**src/design/hann_windowed_fft_magnitude_macros.svh**
```systemverilog
// Assertion macros shared by the Hann-windowed FFT magnitude design.
// Used by the controller, the datapath and the square-root unit.
`ifndef HANN_WINDOWED_FFT_MAGNITUDE_MACROS_SVH
`define HANN_WINDOWED_FFT_MAGNITUDE_MACROS_SVH

// The consequent must hold in the same cycle as the antecedent.
`define HWFM_ASSERT_NOW(label, clk, rst_n, ante, cons, msg) \
    label: assert property (@(posedge clk) disable iff (!rst_n) (ante) |-> (cons)) \
        else $error(msg);

// The consequent must hold in the cycle after the antecedent.
`define HWFM_ASSERT_NEXT(label, clk, rst_n, ante, cons, msg) \
    label: assert property (@(posedge clk) disable iff (!rst_n) (ante) |=> (cons)) \
        else $error(msg);

`endif

```
**src/design/hwfm_pkg.sv**
```systemverilog
// Package for the Hann-windowed FFT magnitude block: types, widths and the
// elaboration-time builders of the window and twiddle tables. No dependencies.
package hwfm_pkg;

    localparam int MAX_N    = 128;
    localparam int MAX_HALF = MAX_N / 2;
    localparam int IDX_W    = 7;
    localparam int STAGE_W  = 3;
    localparam int SMP_W    = 16;
    localparam int WORD_W   = 24;
    localparam int CPLX_W   = 2 * WORD_W;
    localparam int COEF_W   = 17;
    localparam int SUM_W    = 42;
    localparam int SQ_W     = 48;
    localparam int ROOT_W   = 25;
    localparam int REM_W    = 26;
    localparam int MAG_W    = 22;
    localparam int BIN_W    = 6;
    localparam int SQRT_STEPS = 24;
    localparam logic [MAG_W-1:0] MAG_MAX = {MAG_W{1'b1}};

    localparam logic [63:0] Q30_ONE     = 64'd1073741824;
    localparam logic [63:0] HALF_PI_Q30 = 64'd1686629713;

    typedef enum logic [3:0] {
        ST_IDLE,
        ST_DRAIN_A,
        ST_DRAIN_B,
        ST_BF_RD,
        ST_BF_MUL,
        ST_BF_ADD,
        ST_BF_WA,
        ST_BF_WB,
        ST_MG_RD,
        ST_MG_MUL,
        ST_MG_SUM,
        ST_MG_SQRT,
        ST_MG_OUT
    } hwfm_state_t;

    typedef enum logic [3:0] {
        OP_NONE,
        OP_LOAD,
        OP_BF_RD,
        OP_BF_MUL,
        OP_BF_ADD,
        OP_BF_WA,
        OP_BF_WB,
        OP_MG_RD,
        OP_MG_MUL,
        OP_MG_SUM,
        OP_MG_OUT
    } hwfm_op_t;

    typedef struct packed {
        hwfm_op_t             op;
        logic [STAGE_W-1:0]   stage;
        logic [IDX_W-1:0]     idx;
    } hwfm_cmd_t;

    typedef struct packed {
        logic sqrt_done;
    } hwfm_stat_t;

    // Restoring long division, used only while building tables.
    function automatic logic [63:0] hwfm_udiv(logic [63:0] num, logic [63:0] den);
        logic [63:0] q;
        logic [64:0] r;
        q = '0;
        r = '0;
        for (int i = 63; i >= 0; i--) begin
            r = {r[63:0], num[i]};
            if (r >= {1'b0, den}) begin
                r    = r - {1'b0, den};
                q[i] = 1'b1;
            end
        end
        return q;
    endfunction

    // Round to nearest by adding half and shifting right (floor).
    function automatic logic signed [63:0] hwfm_rshift(logic signed [63:0] v, int s);
        return (v + (64'sd1 <<< (s - 1))) >>> s;
    endfunction

    // Cosine in the upper half and sine in the lower half, Q30, x in [0, pi/2].
    function automatic logic [127:0] hwfm_taylor(logic [63:0] x);
        logic [63:0]        x2;
        logic [63:0]        tc;
        logic [63:0]        ts;
        logic signed [63:0] sc;
        logic signed [63:0] ss;
        x2 = (x * x) >> 30;
        tc = Q30_ONE;
        ts = x;
        sc = $signed(Q30_ONE);
        ss = $signed(x);
        for (int k = 1; k <= 8; k++) begin
            tc = hwfm_udiv((tc * x2) >> 30, 64'((2 * k - 1) * (2 * k)));
            ts = hwfm_udiv((ts * x2) >> 30, 64'((2 * k) * (2 * k + 1)));
            if ((k & 1) == 1) begin
                sc = sc - $signed(tc);
                ss = ss - $signed(ts);
            end else begin
                sc = sc + $signed(tc);
                ss = ss + $signed(ts);
            end
        end
        return {sc, ss};
    endfunction

    // Cosine and sine of a phase in Q32 turns, packed as in hwfm_taylor.
    function automatic logic [127:0] hwfm_turn(logic [31:0] ph);
        logic [63:0]  f;
        logic [127:0] cs;
        logic [63:0]  c0;
        logic [63:0]  s0;
        logic [127:0] res;
        f  = {34'd0, ph[29:0]};
        cs = hwfm_taylor((f * HALF_PI_Q30) >> 30);
        c0 = cs[127:64];
        s0 = cs[63:0];
        case (ph[31:30])
            2'd0:    res = {c0, s0};
            2'd1:    res = {-s0, c0};
            2'd2:    res = {-c0, -s0};
            default: res = {s0, -c0};
        endcase
        return res;
    endfunction

    // Hann window, 0..32768, one COEF_W field per entry.
    function automatic logic [MAX_N*COEF_W-1:0] hwfm_win_table(int n);
        logic [MAX_N*COEF_W-1:0] tab;
        logic [63:0]             den;
        logic [63:0]             ph;
        logic [127:0]            cs;
        logic signed [63:0]      v;
        tab = '0;
        den = 64'(n - 1);
        for (int i = 0; i < MAX_N; i++) begin
            if (i < n) begin
                ph = hwfm_udiv((64'(i) << 32) + (den >> 1), den);
                cs = hwfm_turn(ph[31:0]);
                v  = hwfm_rshift($signed(Q30_ONE) - $signed(cs[127:64]), 16);
                if (v < 0) begin
                    v = 0;
                end
                if (v > 64'sd32768) begin
                    v = 64'sd32768;
                end
                tab[i*COEF_W +: COEF_W] = v[COEF_W-1:0];
            end
        end
        return tab;
    endfunction

    // Twiddle cosine (upper half of the packed pair) or sine table.
    function automatic logic [MAX_HALF*COEF_W-1:0] hwfm_tw_table(int n, bit want_sin);
        logic [MAX_HALF*COEF_W-1:0] tab;
        logic [63:0]                ph;
        logic [127:0]               cs;
        logic signed [63:0]         v;
        tab = '0;
        for (int i = 0; i < MAX_HALF; i++) begin
            if (i < n / 2) begin
                ph = hwfm_udiv(64'(i) << 32, 64'(n));
                cs = hwfm_turn(ph[31:0]);
                v  = want_sin ? hwfm_rshift($signed(cs[63:0]), 15)
                              : hwfm_rshift($signed(cs[127:64]), 15);
                if (v < -64'sd32768) begin
                    v = -64'sd32768;
                end
                if (v > 64'sd32768) begin
                    v = 64'sd32768;
                end
                tab[i*COEF_W +: COEF_W] = v[COEF_W-1:0];
            end
        end
        return tab;
    endfunction

endpackage

```
**src/design/hwfm_ctrl.sv**
```systemverilog
// Controller: frame fill, FFT stage and butterfly sequencing, bin sequencing.
// Depends on hwfm_pkg and the assertion macro header.
`include "hann_windowed_fft_magnitude_macros.svh"
module hwfm_ctrl #(
    parameter int FRAME_SIZE = 128
) (
    input  logic                 clk,
    input  logic                 rst_n,
    input  logic                 start,
    input  hwfm_pkg::hwfm_stat_t stat,
    output logic                 busy,
    output hwfm_pkg::hwfm_cmd_t  cmd
);
    import hwfm_pkg::*;

    localparam int LOG_N = $clog2(FRAME_SIZE);
    localparam logic [LOG_N-1:0]   LAST_SMP   = LOG_N'(FRAME_SIZE - 1);
    localparam logic [LOG_N-2:0]   LAST_IDX   = (LOG_N-1)'(FRAME_SIZE / 2 - 1);
    localparam logic [STAGE_W-1:0] LAST_STAGE = STAGE_W'(LOG_N - 1);

    hwfm_state_t        state_reg, state_next;
    logic [LOG_N-1:0]   cnt_reg, cnt_next;
    logic [LOG_N-2:0]   idx_reg, idx_next;
    logic [STAGE_W-1:0] stage_reg, stage_next;

    always_ff @(posedge clk or negedge rst_n)
    begin
        if (!rst_n)
        begin
            state_reg <= ST_IDLE;
            cnt_reg   <= '0;
            idx_reg   <= '0;
            stage_reg <= '0;
        end
        else
        begin
            state_reg <= state_next;
            cnt_reg   <= cnt_next;
            idx_reg   <= idx_next;
            stage_reg <= stage_next;
        end
    end

    always_comb
    begin
        state_next = state_reg;
        cnt_next   = cnt_reg;
        idx_next   = idx_reg;
        stage_next = stage_reg;
        busy       = 1'b1;
        cmd.op     = OP_NONE;
        cmd.stage  = stage_reg;
        cmd.idx    = IDX_W'(idx_reg);
        case (state_reg)
            ST_IDLE:
            begin
                busy    = 1'b0;
                cmd.idx = IDX_W'(cnt_reg);
                if (start)
                begin
                    cmd.op = OP_LOAD;
                    if (cnt_reg == LAST_SMP)
                    begin
                        cnt_next   = '0;
                        state_next = ST_DRAIN_A;
                    end
                    else
                    begin
                        cnt_next = cnt_reg + LOG_N'(1);
                    end
                end
            end
            // The last word is still in the window pipeline during ST_DRAIN_A and ST_DRAIN_B.
            ST_DRAIN_A: state_next = ST_DRAIN_B;
            ST_DRAIN_B: state_next = ST_BF_RD;
            ST_BF_RD:
            begin
                cmd.op     = OP_BF_RD;
                state_next = ST_BF_MUL;
            end
            ST_BF_MUL:
            begin
                cmd.op     = OP_BF_MUL;
                state_next = ST_BF_ADD;
            end
            ST_BF_ADD:
            begin
                cmd.op     = OP_BF_ADD;
                state_next = ST_BF_WA;
            end
            ST_BF_WA:
            begin
                cmd.op     = OP_BF_WA;
                state_next = ST_BF_WB;
            end
            ST_BF_WB:
            begin
                cmd.op     = OP_BF_WB;
                state_next = ST_BF_RD;
                if (idx_reg == LAST_IDX)
                begin
                    idx_next = '0;
                    if (stage_reg == LAST_STAGE)
                    begin
                        stage_next = '0;
                        state_next = ST_MG_RD;
                    end
                    else
                    begin
                        stage_next = stage_reg + STAGE_W'(1);
                    end
                end
                else
                begin
                    idx_next = idx_reg + (LOG_N-1)'(1);
                end
            end
            ST_MG_RD:
            begin
                cmd.op     = OP_MG_RD;
                state_next = ST_MG_MUL;
            end
            ST_MG_MUL:
            begin
                cmd.op     = OP_MG_MUL;
                state_next = ST_MG_SUM;
            end
            ST_MG_SUM:
            begin
                cmd.op     = OP_MG_SUM;
                state_next = ST_MG_SQRT;
            end
            ST_MG_SQRT:
            begin
                if (stat.sqrt_done)
                begin
                    state_next = ST_MG_OUT;
                end
            end
            ST_MG_OUT:
            begin
                cmd.op = OP_MG_OUT;
                if (idx_reg == LAST_IDX)
                begin
                    idx_next   = '0;
                    state_next = ST_IDLE;
                end
                else
                begin
                    idx_next   = idx_reg + (LOG_N-1)'(1);
                    state_next = ST_MG_RD;
                end
            end
            default:
            begin
                state_next = ST_IDLE;
            end
        endcase
    end

    `HWFM_ASSERT_NEXT(a_frame_goes_busy, clk, rst_n, start && !busy && cnt_reg == LAST_SMP, busy && cnt_reg == '0, "frame end did not start the transform")
    `HWFM_ASSERT_NEXT(a_spectrum_ends, clk, rst_n, state_reg == ST_MG_OUT && idx_reg == LAST_IDX, state_reg == ST_IDLE && idx_reg == '0 && stage_reg == '0, "spectrum did not end on the last bin")

endmodule

```
**config.mk**
```make
export PLATFORM = sky130hd
export DESIGN_NAME = hwfm_ctrl
export DESIGN_NICKNAME = d
export VERILOG_FILES = /design/src/design/hwfm_pkg.sv /design/src/design/hwfm_ctrl.sv
export VERILOG_INCLUDE_DIRS = /design/src /design/src/design
export SDC_FILE = /design/constraint.sdc
export NUM_CORES = 1
export LEC_CHECK = 0
export BUFFER_PORTS_ARGS = -buffer_cell sky130_fd_sc_hd__buf_2
export CORE_MARGIN = 1.5
export CORE_UTILIZATION = 52
export CTS_CLUSTER_SIZE = 16
export DETAILED_ROUTE_END_ITERATION = 7
export PLACE_DENSITY = 0.74
export SYNTH_ARGS = -nofsm -noshare
export SYNTH_HDL_FRONTEND = slang
export SYNTH_SLANG_ARGS = --single-unit
```
**constraint.sdc**
```tcl
create_clock -name clk -period 4 [get_ports clk]
set_input_delay 0.2 -clock clk [delete_from_list [all_inputs] [get_ports clk]]
set_output_delay 0.2 -clock clk [all_outputs]
set_load 0.05 [all_outputs]
```
==> summary.md <==
| Metric | Value |
|---|---|
| Final setup fails | `0` |
| I/O pin total | `19` |
| Reg2reg start | `state_reg[2]` |
| Syn Area/Cell | `between 9 and 10 µm²` |
| CP Capture Type | `output pin` |
| Vert. Die Dim | `50.7 µm` |
| Number of global-route vias before repair | `907` |
| Synthesized-area fraction occupied by xor and xnor cells | `0.0444` |
| Register area share after synthesis | `0.423` |
| CTS clk-pin slew, worst paths | `0.12 ns` |
| Startpoint Class | `flop` |
| Reg2Reg Setup Slack | `between 2 and 2.5 ns` |
| Reg area | `500 µm²` |
| Detailed Place HPWL | `between 1500 and 2000 µm` |
| Fin crit period | `2.27 ns` |
| Worst R2R End | `cnt_reg[6]` |
| Commonest cells after routing, fill and taps aside | `nand2_1 (24), dfrtp_1 (20), buf_2 (18), nor2_1 (8), xnor2_1 (6)` |
| Row count | `17` |
| FF+latch count, synth | `20` |
| Combined area of the multi-input logic cells | `between 600 and 700 µm²` |
| Syn Inst Count | `128` |
| Placed Area | `around 1300 µm²` |
| Data required time of the worst path | `3.80 ns` |
| Async set-or-reset flop fraction in the synthesized netlist | `1.00` |
| Setup CP Type | `flop to output pin` |
| 1st-iter DRT viols | `11` |
| Slowest-stage cell, CP | `nor4_4` |
| Antenna violations before repair | `0` |
| Main combinational cell family by area after synthesis | `simple AND/OR/NAND/NOR gates` |
| Synth Flop Type | `dfrtp_1` |
| Placed insts | `around 170` |
| Setup_tns | `0 ns` |
| Drt first pass iters | `4` |
| Post-synthesis compound-gate area fraction | `0.164` |
| Core Region | `between 2000 and 2500 µm²` |
| Slowest stage delay, CP | `just over 0.6 ns` |
| H-tree depth | `1` |
| Number of buffer cells added on primary ports | `18` |
| All-Layer GR Usage | `0.199` |
| Clock root buffer | `clkbuf_4` |
| Pint | `between 200 and 300 µW` |
| Fin util | `0.612` |
| CTS Hold Bufs | `1` |
| Top-area cell type share of the netlist area | `0.423` |
| Syn-to-layout area delta | `12.3%` |
| Combinational share of power | `0.020` |
| Mapped Nets | `about 130` |
| Synthesized area | `about 1200 µm²` |
| Antenna Nets Post-Route | `0` |
| Post-synth top area cell | `dfrtp_1` |
| Final Hold Fails | `0` |
| DR WL/cell | `13.2 µm` |
| Largest net degree at the start of global routing | `21` |
| Clk_skew | `0.00518 ns` |
| VDD IR max | `0.198 mV` |
| Max_slew headroom | `0.634` |
| Worst Tran Pin Value | `approximately 0.55 ns` |
| Post-route design area | `around 1300 µm²` |
| Synth warn | `0` |
| Sequential power share | `0.617` |
| Total grt overflow | `0` |
| Fill count | `198` |
| Multiplexer share of the synthesized area | `0.0476` |
| Synth Area in Adders | `0.0212` |
| Hold EP | `state_reg[0]` |
| Max reg flops | `7` |
| # Max-Cap Violations | `0` |
| Cell variety after synth | `43` |
| Most common cell after layout, fill and taps aside | `nand2_1` |
| Crit-path cells | `nor4_4 -> mux2_2 -> buf_2` |
| Crit share post-route | `0.567` |
| Clock share of power | `0.364` |
| Via count | `approximately 1000` |
| NetSw | `around 68 µW` |
| Worst-skew pair later-pin latency | `approximately 0.30 ns` |
| Status | `finished, final reports clean` |
| CTS tree | `built` |
| Number of post-CTS setup repair buffers | `0` |
| DP Worst Slack | `between 2 and 2.5 ns` |
| Die area | `2570 µm²` |
| R2R depth | `4` |
| Fmax | `roughly 440 MHz` |
| Post-cts resize count | `0` |
| Total CTS buffers | `3` |
| Routed WL | `around 2300 µm` |
| Remaining routing DRC violations | `0` |
| CP max FO | `13` |
| Final setup margin | `around 1.7 ns` |
| Critical Path AT | `slightly above 2 ns` |
| Post-synth EDFFs | `0` |
| Final Non-Filler Cells | `between 150 and 200` |
| Worst hold path cell count | `3` |
| Top post-synthesis cells by area | `dfrtp_1 (42%), nand2_1 (7.6%), xnor2_1 (4.4%)` |
| Ant. Diodes | `0` |
| Clock sinks | `20` |
| RD Place Congestion | `0.829` |
| Starting Density | `0.545` |
| Die W | `between 50 and 60 µm` |
| Hold path start | `start` |
| Hold crit path type | `input port to flop` |
| Leakage power | `roughly 0.62 nW` |
| RSZ-0062 raised after global routing | `no` |
| Sw Ratio | `0.209` |
| Layout cells sized above 1 | `0.226` |
| CTS Buffer Depth | `2` |
| Vias/cell | `roughly 5.7` |
| Final Max Slew Viols | `0` |
| PD cells | `roughly 250 nW/µm²` |
| Nets | `~150` |
| First-pass GRT wire length | `3880 µm` |
| Simple-Gate Fraction of Synth Area | `0.271` |
[per-layer routing]
metal | vias to the layer above | global-route usage | share of wire | wire (µm)
met5 | - | 0 | 0 | 0
met3 | 2 | 0.0357 | 0.014 | 33
met4 | 0 | 0.0721 | 0.0061 | 14
li1 | 496 | - | - | -
met2 | 5 | 0.331 | 0.48 | 1100
met1 | 492 | 0.259 | 0.50 | 1150
[worst max-delay path, delay by kind of cell, from the launching register on]
family        cells  cell delay [ns]
simple gates      1             0.61
flops             1             0.56
mux               1             0.40
buf+inv           1             0.21
[layout make-up]
class | count | area share
repair buffers | 19 | 0.0754
clock buffers | 4 | 0.0273
multi-input cells | 101 | 0.488
well taps | 28 | 0.0264
inverters | 2 | 0.00566
flip-flops and latches | 20 | 0.377
[stage by stage]
stage / power, mW / hold WS [ns]
detailed placement: 0.212 / 0.180
finish: 0.328 / 0.246
global placement: 0.212 / 0.173
global route: 0.338 / 0.261
CTS: 0.331 / 0.237
floorplan: 0.206 / -0.0956
[synthesized netlist by cell type (2+ instances only)]
| cell type | count |
|---|---|
| dfrtp_1 | 20 |
| xnor2_1 | 6 |
| a41oi_1 | 2 |
| nand2_1 | 24 |
| a31oi_1 | 2 |
| ha_1 | 2 |
| and2_1 | 3 |
| mux2_2 | 4 |
| buf_2 | 3 |
| a221o_1 | 2 |
| nand3b_1 | 2 |
| nand4_1 | 3 |
| and3_1 | 5 |
| nand3_1 | 5 |
| nor2b_1 | 2 |
| nor2_1 | 8 |
| o21ai_0 | 5 |
| a21oi_1 | 5 |
[power groups by stage]
stage | Combinational (mW) | Sequential, mW | Clock (mW)
after floorplan | 0.000234 | 0.206 | 0
after global placement | 0.00606 | 0.206 | 0
after detailed placement | 0.00612 | 0.206 | 0
after CTS | 0.00689 | 0.202 | 0.122
after global routing | 0.00777 | 0.202 | 0.128
final | 0.00642 | 0.202 | 0.119
[worst max-delay path by stage]
| stage | from | end | slack, ns | cells after the start |
|---|---|---|---|---|
| 6_report | state_reg[2] | cmd[1] | 1.73 | 3 |
| 3_5_place_dp | state_reg[2] | cmd[1] | 2.06 | 3 |
| 5_1_grt | state_reg[2] | cmd[1] | 1.62 | 3 |
| 4_1_cts | state_reg[2] | cmd[1] | 1.72 | 3 |
| 3_3_place_gp | state_reg[2] | cmd[1] | 2.12 | 3 |
| 2_1_floorplan | state_reg[0] | cmd[11] | 1.83 | 3 |
[logic make-up after synthesis]
| family | Yosys count |
|---|---|
| AO/OA/AOI/OAI | 27 |
| XOR/XNOR | 6 |
| adder cells (fa/ha/maj) | 2 |
| buffers and inverters | 7 |
| flip-flops | 20 |
| multiplexers | 5 |
| AND/OR/NAND/NOR | 61 |
Note: power is estimated with default switching activity, not from simulation.
